File: src/rtl/core/crm_store.sv
module crm_store #(
  parameter int DEPTH = 32,
  parameter int WIDTH = 21,
  localparam int AW = $clog2(DEPTH)
) (
  input  logic             clk,
  input  logic             we,
  input  logic [AW-1:0]    waddr,
  input  logic [WIDTH-1:0] wdata,
  input  logic [AW-1:0]    raddr,
  output logic [WIDTH-1:0] rdata
);

  logic [WIDTH-1:0] mem [DEPTH];

  always_ff @(posedge clk) begin
    if (we) begin
      mem[waddr] <= wdata;
    end
    rdata <= mem[raddr];
  end

endmodule

File: config.mk
export PLATFORM = sky130hd
export DESIGN_NAME = crm_store
export DESIGN_NICKNAME = d
export VERILOG_FILES = /design/src/rtl/core/crm_store.sv
export SDC_FILE = /design/constraint.sdc
export NUM_CORES = 1
export LEC_CHECK = 0
export BUFFER_PORTS_ARGS = -buffer_cell sky130_fd_sc_hd__buf_4
export CAP_MARGIN = 20
export CORE_UTILIZATION = 50
export DETAILED_ROUTE_END_ITERATION = 10
export PLACE_DENSITY = 0.68
export SLEW_MARGIN = 20
export SYNTH_ARGS = -nofsm -noshare
export SYNTH_HDL_FRONTEND = slang
export SYNTH_SLANG_ARGS = --single-unit
File: constraint.sdc
create_clock -name clk -period 2.4 [get_ports clk]
set_input_delay 0.36 -clock clk [delete_from_list [all_inputs] [get_ports clk]]
set_output_delay 0.36 -clock clk [all_outputs]
set_load 0.02 [all_outputs]
Yosys cells after proc, flatten, opt, wreduce, memory -nomap -nowiden

Memory sizes are Yosys's and may differ from the RTL's. A register that Yosys moved wholly into a read port is not among the register bits.
Cells that the tools add are included.
W data, S select, Z words.

Memories kept: 1
Memory bits (writable): 672
Bits in registers: 0

Memory list:

| memory | depth | width | read ports | clocked after memory_dff | write ports | RTL line | source |
|---|---|---|---|---|---|---|---|
| mem    | 32    | 21    | 1          | 1                        | 1           | 14       | `logic [WIDTH-1:0] mem [DEPTH];` |

Muxes and demuxes: 2

Operators with widths:

| cell    | count |
|---|---|
| $mux W1 | 2 |

Depth between registers and ports, before layout

Gate-level depths: netlist of the first run.

Word-level depth: 2
Gate-level depth with buffers: 8

Worst setup path before layout of the first run

OpenSTA, ideal clock, no wires.

Kind: input -> register
Start point: input waddr[1]
End point: memory mem[12][0] (enable)
Library setup time: 399 ps
Cell stages on the path: 3
Data arrival time: 1918 ps
Required time: 2001 ps
Setup slack: 83 ps
Cell sequence: or3b_2 > clkbuf_1 > nor2_1

RTL lines:

| element     | RTL line | source |
|---|---|---|
| from (decl) | 8        | `input logic [AW-1:0] waddr,` |
| to (decl)   | 14       |  |

Straight into the memory's write port.

==> run metrics, run 1 <==
status finished, violations left; violated checks DRC; Die H 233 um; WL/cell ~25 um; pin count of the biggest net entering global routing 57; Period Utilization, post-route 0.702; GRT overflow 0; part of the power in the clock network 0.425; setup TNS 0 ps; worst-path cell chain buf_8, buf_12, buf_12, buf_12, mux2i_1, a22oi_1, a31oi_1, nand3_1; max frequency approximately 0.59 GHz; clock sinks ~690; I/O Buffers 53; GRT Overall Usage 0.224; setup violators final 0; Syn Nets about 1500; Crit-path slowest cell a31oi_1; crit path launch type primary input; xor/xnor cell area share of the yosys netlist 0; non-filler cells, final between 2000 and 2500; CTS Hold Bufs 0; Initial Utilization 0.507; NetSw roughly 5.4 mW; final WL 60000 um; CP required 2830 ps; Sw Share 0.208; Max stage delay on crit path around 350 ps; iteration-0 DRC count of the detailed router ~1300; antenna viol nets, final 0; Buffers & Inverters on Critical Path 4; die area 0.0544 mm^2; WP data arrival 2120 ps; CTS tree built; PostCTS Resize Cnt 0; maxcap violations 0; R2R setup slack between 800 and 900 ps; Reg power frac 0.520; sequential area share after synthesis 0.770; Worst Hold Class primary input to register; Rows 84; VDD IR-drop max approximately 0.00056 V; Slew Limit Fails 0; mux share of post-synthesis cell area 0.126; slew margin rel. 0.625; Crit Path Max Fanout 28; # nets final between 1500 and 2000; Post-Synth Adder-Cell Area 0; H-tree depth 3; power density cells 838 mW/mm^2; total power draw 26.0 mW; CP endpoint kind register; Die X between 200 and 250 um; CP dominant cell by count buf_12; Worst Setup Path Type primary input to register; Ant. Diodes 0; Mapped Cells around 1500; DRC Markers 11; hpwl dp around 35000 um; Comb pwr share 0.054; Crit path max-delay family buffers and inverters; largest family of logic cells by synthesized area multiplexers; synthesized area roughly 0.027 mm^2; Pleak roughly 11 nW; Worst-Skew Late Latency roughly 600 ps; share of layout cells above drive strength 1 0.172; antenna violations before repair 3; clock slew at reported path FFs 60 ps; Placer Congestion 0.783; Placed Cells approximately 2200; average size of a mapped cell between 15 and 20 um^2; core box area roughly 0.053 mm^2; via count approximately 14000; Clock Tree Buf Depth 3; Yosys reg bits about 690; Fin. Hold Viols 0; IO Pins between 50 and 60; Synth cell types 27; simple-gate share of the synthesized area 0.0319; area grow syn2layout 16.0%; Vias per Instance around 6; fin crit period 1680 ps; first drt pass iteration count 8; global-route wire length before repair 88600 um; worst slew pin tran between 500 and 600 ps; clock skew 19.9 ps; vias in the first global route around 14000; P_int between 20 and 25 mW; Syn. warnings 0; Compound-Gate Fraction of Synth Area 0.0501; CTS buffer count 70; RSZ-0062 raised after global routing no; Post-CTS Setup Inserts 0; Root Buffer clkbuf_16
## final cells by class
| type | instances | area (um^2) |
|---|---|---|
| fillers | 3875 | 21700 |
| flip-flops and latches | 693 | 20600 |
| multi-input cells | 703 | 5660 |
| clock buffers | 96 | 1960 |
| repair buffers | 142 | 1570 |
| well taps | 688 | 861 |
| clock inverters | 32 | 377 |
## path summary, 6_finish.rpt
kind | from | end | cells after the start
setup reg to reg | mem[7][15]$_DFFE_PP_ | rdata[15]$_DFF_P_ | 7
hold reg to reg | mem[11][4]$_DFFE_PP_ | rdata[4]$_DFF_P_ | 4
setup / recovery | raddr[0] | rdata[13]$_DFF_P_ | 8
hold / removal | raddr[4] | rdata[4]$_DFF_P_ | 3
## worst register-to-register path, stage by stage, from the launching register on
cell and delay [ps]:
edfxtp_1 360, mux2i_1 180, a22o_1 180, nor3_1 50
buf_4 150, a31oi_1 220, buf_4 170, nand3_1 110
## cells in the final DEF, fill, tap and decap left out, drive strengths merged, types with 3 or more instances in the layout
cell type	synthesis	final
a21oi	42	42
a22o	42	42
a22oi	84	84
a31oi	21	21
buf	54	142
bufinv	0	8
clkbuf	31	96
clkinv	0	20
dfxtp	21	21
edfxtp	672	672
inv	0	3
mux2i	336	336
nand2	43	43
nand3	44	44
nand3b	5	5
nand4	21	21
nor2	34	34
nor3	21	21
or3b	3	3
## metal layers
metal | part of all wire | vias to the layer above | track usage
met5 | 0.00060 | - | 0
met3 | 0.057 | 133 | 0.0410
met4 | 0.033 | 6 | 0.0862
met1 | 0.43 | 7097 | 0.308
met2 | 0.48 | 455 | 0.355
li1 | - | 6187 | -
## metrics by stage
step                utilization  cell area [um^2]  worst slack (ps)  hold slack [ps]
finish                    0.588             31000               715              157
global route              0.588             31000               665              152
floorplan                     -             26800              83.1              459
detailed placement        0.544             28700              75.5              595
CTS                       0.588             31000               720              137
global placement          0.544             28700              80.7              585
## registers in the layout, summed over array words and instances (netlist names)
signal,flops
mem,672
rdata,21
## Yosys cell counts
cell | count | area (um^2)
a21oi_1 | 42 | 210
a22o_1 | 42 | 368
a22oi_1 | 84 | 631
a31oi_1 | 21 | 131
and2_1 | 1 | 6.26
buf_1 | 5 | 18.8
buf_12 | 1 | 20.0
buf_2 | 13 | 65.1
buf_4 | 10 | 75.1
buf_6 | 22 | 248
buf_8 | 3 | 45.0
clkbuf_1 | 29 | 109
clkbuf_4 | 2 | 15.0
dfxtp_1 | 21 | 420
edfxtp_1 | 672 | 20200
mux2i_1 | 336 | 3360
nand2_1 | 43 | 161
nand2b_1 | 2 | 12.5
nand3_1 | 44 | 220
nand3b_1 | 5 | 37.5
nand4_1 | 21 | 131
nor2_1 | 34 | 128
nor2b_1 | 2 | 12.5
nor3_1 | 21 | 105
or2_2 | 1 | 6.26
or3_1 | 1 | 6.26
or3b_2 | 3 | 26.3
## power groups by stage
stage | clock [mW] | sequential (mW) | combinational (mW)
2_1_floorplan | 0 | 13.8 | 0.724
3_3_place_gp | 0 | 13.8 | 1.39
3_5_place_dp | 0 | 13.8 | 1.42
4_1_cts | 11.2 | 13.5 | 1.42
5_1_grt | 11.7 | 13.5 | 1.50
6_report | 11.1 | 13.5 | 1.41
## kinds of logic (layout without fill, tap and decap cells)
family          count (synthesis)  count (layout)
simple gates                  178             178
compound gates                189             189
buf+inv                        85             270
flops                         693             693
mux                           336             336
Power figures use the tool's default switching activity.
==> inputs of run 2 (changes only) <==
Clock period 2.4 ns to 1.35 ns, I/O delays scaled along.
==> run 2 against run 1 <==
- the flow still finishes with violations (DRC)
- total power is 74% higher
- via count grew 2.6%
- setup slack worse by 700 ps
- register-to-register slack worse by 830 ps
- clock-buffer cell count is 7 lower
- final area is 4.4% higher
- first-iteration DRC count down 5.7%
- combinational power rose by 110%
- flip-flop and latch count stayed put
- critical path type is now register to register
- largest power group unchanged
- highest routed layer is now met4
==> run metrics, run 2 (synthesized netlist as in run 1, its figures left out) <==
vias in the first global route 14500 (+1.7%); WL/cell 25.2 um (-1.0%); IO Pins 54 (unchanged); Period Utilization, post-route 0.987; VDD IR-drop max 0.000925 V (+64%); Rows 84 (unchanged); commonest cells after routing, fill and taps aside 672 x edfxtp_1, 336 x mux2i_1, 139 x buf_4; Die H 233 um (unchanged); I/O Buffers 53 (unchanged); H-tree depth 3 (unchanged); reg2reg path depth 5 (-2); Comb pwr share 0.066 (+0.012); pin count of the biggest net entering global routing 36 (-37%); clock slew at reported path FFs 60 ps (about the same); via count 14200 (+2.6%); slew margin rel. 0.757 (+0.132); fin crit period around 1300 ps; share of layout cells above drive strength 1 0.225 (+0.0536); Slew Limit Fails 0 (unchanged); Worst Setup Path Type register to register; length of routed met2 wiring 30200 um (+5.6%); maxcap violations 0 (unchanged); Clock Tree Buf Depth 3 (unchanged); hpwl dp 37700 um (+8.0%); CTS tree built; Initial Utilization 0.507 (unchanged); max reg flops 672 (unchanged); Root Buffer clkbuf_16; iteration-0 DRC count of the detailed router 1192 (-5.7%); Ant. Diodes 0 (unchanged); Die X 233 um (unchanged); status finished, violations left; met1 WL 26000 um (+0.28%); Finished Core Util 0.614 (+0.0260); violated checks DRC; met3 wire length 3430 um (-0.17%); GRT overflow 0 (unchanged); antenna viol nets, final 0 (unchanged); Fin. Hold Viols 0 (unchanged); CTS buffer count 68 (-2.9%); RSZ-0062 raised after global routing yes; antenna violations before repair 0 (-3); Pleak 11.5 nW (+5.4%); Largest regs mem x672, rdata x21; uppermost layer routed met4; final WL 61500 um (+2.4%); clock sinks 693 (unchanged); clock skew 22.4 ps (+2.51 ps); CP endpoint kind register; max frequency roughly 0.75 GHz; part of the power in the clock network 0.404 (-0.021); CP required 1780 ps (-1050 ps); power density cells 1400 mW/mm^2 (+67%); Reg power frac 0.530 (+0.010); Sw Share 0.209 (+0.000675); first drt pass iteration count 8 (unchanged); Worst Hold Class primary input to register; Placer Congestion 0.797 (+1.7%); Worst Setup Slack, final 16.9 ps (-699 ps); WP data arrival 1770 ps (-350 ps); dpl ws -691 ps (-766 ps); Crit Path Max Fanout 1 (-96%); Vias per Instance 5.84 (-0.88%); Top reg by flops mem; Placed Instance Area 0.0301 mm^2 (+5.0%); setup TNS 0 ps (unchanged); Worst-Skew Late Latency 590 ps (about the same); commonest non-fill, non-tap cell in the layout edfxtp_1; setup violators final 0 (unchanged); GRT Overall Usage 0.231 (+0.00694); area grow syn2layout 21.1%; core box area 0.0528 mm^2 (unchanged); final instance area 0.0324 mm^2 (+4.4%); non-filler cells, final 2437 (+3.5%); die area 0.0544 mm^2 (unchanged); P_int 35.9 mW (+74%); worst slew pin tran 365 ps (-197 ps); DRC Markers 2 (-9); global-route wire length before repair 90300 um (+1.9%); CTS Hold Bufs 0 (unchanged); Placed Cells 2320 (+4.2%); NetSw 9.47 mW (+75%); # nets final 1730 (+5.3%); crit path launch type register; Hold Path Cell Cnt 1 (-2)
[run 2: area by class of cell]
type	count	area [um^2]
clock buffer	89	1860
clock inverter	33	293
fill	3768	20400
multi-input combinational	703	5930
sequential	693	20600
tap	688	861
timing repair buffer	231	2850
[run 2: timing repair]
action                     CTS  global route
pin swaps                    4            17
hold endpoints to repair     0             0
buffers inserted             0             0
gates resized for setup     17            16
setup endpoints to repair   15            15
[run 2: routing by layer]
| metal | global-route usage | up-vias |
|---|---|---|
| met2 | 0.378 | 443 |
| met4 | 0.0925 | 0 |
| li1 | - | 6369 |
| met3 | 0.0336 | 104 |
| met1 | 0.311 | 7325 |
| met5 | 0 | - |
[run 2: worst paths after layout]
path / from / end / slack, ps
worst min register to register: mem[11][16]$_DFFE_PP_ / rdata[16]$_DFF_P_ / 590
worst min-delay path: wdata[16] / mem[8][16]$_DFFE_PP_ / 30
worst max register to register: mem[5][2]$_DFFE_PP_ / rdata[2]$_DFF_P_ / 20
worst max-delay path: mem[5][2]$_DFFE_PP_ / rdata[2]$_DFF_P_ / 20
[run 2: power by group through the flow]
stage | Sequential (mW) | Combinational, mW | Clock, mW
3_5_place_dp | 24.5 | 2.96 | 0
5_1_grt | 24.0 | 3.18 | 19.4
4_1_cts | 24.0 | 3.00 | 18.6
2_1_floorplan | 24.6 | 1.33 | 0
3_3_place_gp | 24.5 | 2.90 | 0
6_report | 24.0 | 3.01 | 18.3
[run 2: through the flow]
stage	hold slack (ps)	power, mW
2_1_floorplan	301	25.9
3_3_place_gp	588	27.4
3_5_place_dp	588	27.4
4_1_cts	1.50	45.6
5_1_grt	23.7	46.7
6_report	26.5	45.3
[run 2: worst max-delay path, stage by stage, from the launching register on]
cell and delay, ps:
edfxtp_1 360, mux2i_1 160, a22o_1 160, nor3_1 70, a31oi_2 270, nand3_2 160
==> inputs of run 3 (changes only) <==
Settings changed: CAP_MARGIN 20 to 40, CTS_CLUSTER_DIAMETER set to 40, SETUP_SLACK_MARGIN set to 0.02.
==> run 3 against run 2 <==
- the flow finishes with violations (DRC, setup timing)
- clock-buffer cell count rose by 14
- sequential share of layout area fell by 2.1 points
- critical path depth rose by 1
==> run metrics, run 3 (synthesized netlist as in run 1, its figures left out) <==
final instance area 0.0336 mm^2 (+3.6%); VDD IR-drop max 0.000972 V (+5.1%); Initial Utilization 0.507 (unchanged); pin count of the biggest net entering global routing 33 (-8.3%); fin crit period 1390 ps (+57.9 ps); commonest cells after routing, fill and taps aside 672 x edfxtp_1, 336 x mux2i_1, 156 x buf_4; Crit-path slowest cell nor3_1; Crit Path Max Fanout 1 (unchanged); slew margin rel. 0.701 (-0.0557); DRC Markers 6 (+4); R2R setup slack -40 ps (-60 ps); part of the power in the clock network 0.467 (+0.063); Ant. Diodes 0 (unchanged); Placer Congestion 0.805 (+1.1%); clock slew at reported path FFs 50 ps (about the same); IO Pins 54 (unchanged); hpwl dp 39000 um (+3.4%); FILL cells 3553 (-5.7%); reg2reg path depth 6 (+1); final WL 63200 um (+2.8%); GRT overflow 0 (unchanged); Clock Tree Buf Depth 3 (unchanged); clock skew 15.1 ps (-7.35 ps); worst slew pin tran 445 ps (+80.1 ps); max reg flops 672 (unchanged); GR met1 Demand/Resource 0.322 (+0.0108); vias in the first global route 15000 (+3.4%); # nets final 1790 (+3.5%); clock sinks 693 (unchanged); Period Utilization, post-route 1.03 (+0.0429); M2 GR Usage 0.394 (+0.0163); Reg power frac 0.473 (-0.057); Top reg by flops mem; Vias per Instance 5.82 (-0.41%); antenna viol nets, final 0 (unchanged); Largest regs mem x672, rdata x21; Sw Share 0.223 (+0.0145); Worst Setup Path Type register to register; crit path launch type register; NetSw 11.4 mW (+20%); maxcap violations 0 (unchanged); worst-path cell chain mux2i_1, a22o_1, nor3_1, a31oi_1, buf_4, nand3_1; first drt pass iteration count 11 (+3); status finished, violations left; hold endpoint mem[15][13]$_DFFE_PP_; reg2reg start mem[1][14]$_DFFE_PP_; Hold Path Cell Cnt 1 (unchanged); Die H 233 um (unchanged); WL/cell 25.1 um (-0.66%); Root Buffer clkbuf_16; Most Crowded Layer GR met2; Fin. Hold Viols 0 (unchanged); global-route track usage on met3 0.0386 (+0.00500); GRT Overall Usage 0.238 (+0.00709); Worst Hold Class primary input to register; iteration-0 DRC count of the detailed router 1291 (+8.3%); violated checks DRC, setup timing; CTS buffer count 88 (+29%); Worst Setup Slack, final -41.0 ps (-57.9 ps); P_int 39.5 mW (+10%); commonest non-fill, non-tap cell in the layout edfxtp_1; antenna violations before repair 0 (unchanged); Placed Instance Area 0.0301 mm^2 (-0.11%); Die X 233 um (unchanged); die area 0.0544 mm^2 (unchanged); I/O Buffers 53 (unchanged); Worst-Skew Late Latency 630 ps (+40 ps); critical hold path startpoint wdata[13]; CTS tree built; area grow syn2layout 25.4%; Post-CTS Setup Inserts 0 (unchanged); share of layout cells above drive strength 1 0.259 (+0.0339); global-route wire length before repair 93600 um (+3.7%); via count 14700 (+3.0%); Comb pwr share 0.060 (-0.006); H-tree depth 3 (unchanged); power density cells 1520 mW/mm^2 (+8.4%); Slew Limit Fails 0 (unchanged); Rows 84 (unchanged); Max stage delay on crit path 390 ps (+30 ps); WP data arrival 1960 ps (+190 ps); CP required 1920 ps (+140 ps); setup violators final 3 (+3); max frequency 0.719 GHz (-4.2%); Pleak 12.1 nW (+5.1%); core box area 0.0528 mm^2 (unchanged); dpl ws -592 ps (+99.2 ps); RSZ-0062 raised after global routing yes; R2R Path End rdata[14]$_DFF_P_; CP endpoint kind register
## run 3: changes by cell type in the layout (fill, tap and decap cells not counted), moves of 5 or more
cell | before | now
clkinv_4 | 0 | 7
inv_6 | 1 | 20
nor3_1 | 11 | 19
clkbuf_1 | 16 | 10
clkinv_1 | 12 | 7
buf_6 | 3 | 20
dfxtp_1 | 18 | 7
dfxtp_2 | 3 | 11
nor3_2 | 10 | 2
clkbuf_16 | 71 | 90
buf_4 | 139 | 156
buf_12 | 88 | 74
dlygate4sd3_1 | 0 | 20
## run 3: power groups by stage
stage | sequential (mW) | clock (mW) | combinational, mW
2_1_floorplan | 24.6 | 0 | 1.33
3_3_place_gp | 24.5 | 0 | 2.86
3_5_place_dp | 24.5 | 0 | 2.90
4_1_cts | 24.1 | 24.0 | 3.05
5_1_grt | 24.1 | 24.9 | 3.24
6_report | 24.1 | 23.8 | 3.07
## run 3: cell type report
cell class / count / area [um^2] / area share
clock buffers: 103 / 2330 / 0.0695
clock inverters: 63 / 704 / 0.0210
flip-flops and latches: 693 / 20600 / 0.615
repair buffers: 271 / 3090 / 0.0922
well taps: 688 / 861 / 0.0257
multi-input cells: 703 / 5950 / 0.177
## run 3: layer usage
layer  part of all wire  vias up  wire [um]
li1                   -     6529          -
met1               0.43     7554      27100
met2               0.49      482      31200
met3              0.051      107       3220
met4              0.026        0       1640
met5                  0        -          0
## run 3: critical path: cells and delay by family, from the launching register on
family	cells	cell delay [ps]
buffers and inverters	1	170
flip-flops	1	330
multiplexers	1	90
AND/OR/NAND/NOR	2	450
AO/OA/AOI/OAI	2	300
## run 3: metrics by stage
| step | hold WS, ps | TNS, ps | power [mW] | util | instances |
|---|---|---|---|---|---|
| floorplan | 301 | -131580 | 25.9 | - | 1481 |
| global placement | 583 | -115120 | 27.3 | 0.570 | 2339 |
| detailed placement | 579 | -120150 | 27.4 | 0.570 | 2339 |
| CTS | 8.87 | -184 | 51.1 | 0.635 | 2522 |
| global route | 14.9 | -460 | 52.2 | 0.636 | 2521 |
| finish | 31.2 | -86.3 | 50.9 | 0.636 | 2521 |
## run 3: worst max-delay path by stage
stage                         start  cells past startpoint                   end  slack, ps
6_report       mem[1][14]$_DFFE_PP_                      6     rdata[14]$_DFF_P_        -40
5_1_grt        mem[5][13]$_DFFE_PP_                      6     rdata[13]$_DFF_P_       -100
4_1_cts        mem[5][13]$_DFFE_PP_                      6     rdata[13]$_DFF_P_        -80
3_5_place_dp               raddr[0]                      8     rdata[19]$_DFF_P_       -590
3_3_place_gp               raddr[0]                      8     rdata[12]$_DFF_P_       -570
2_1_floorplan              waddr[0]                      2  mem[14][0]$_DFFE_PP_       -370
## run 3: repair_timing
item                                    in CTS  in global routing
resized for setup                           47                 15
pin swaps                                   10                 14
hold buffers                                20                  0
endpoints found under the setup margin      26                 31
endpoints found under the hold margin      612                  0
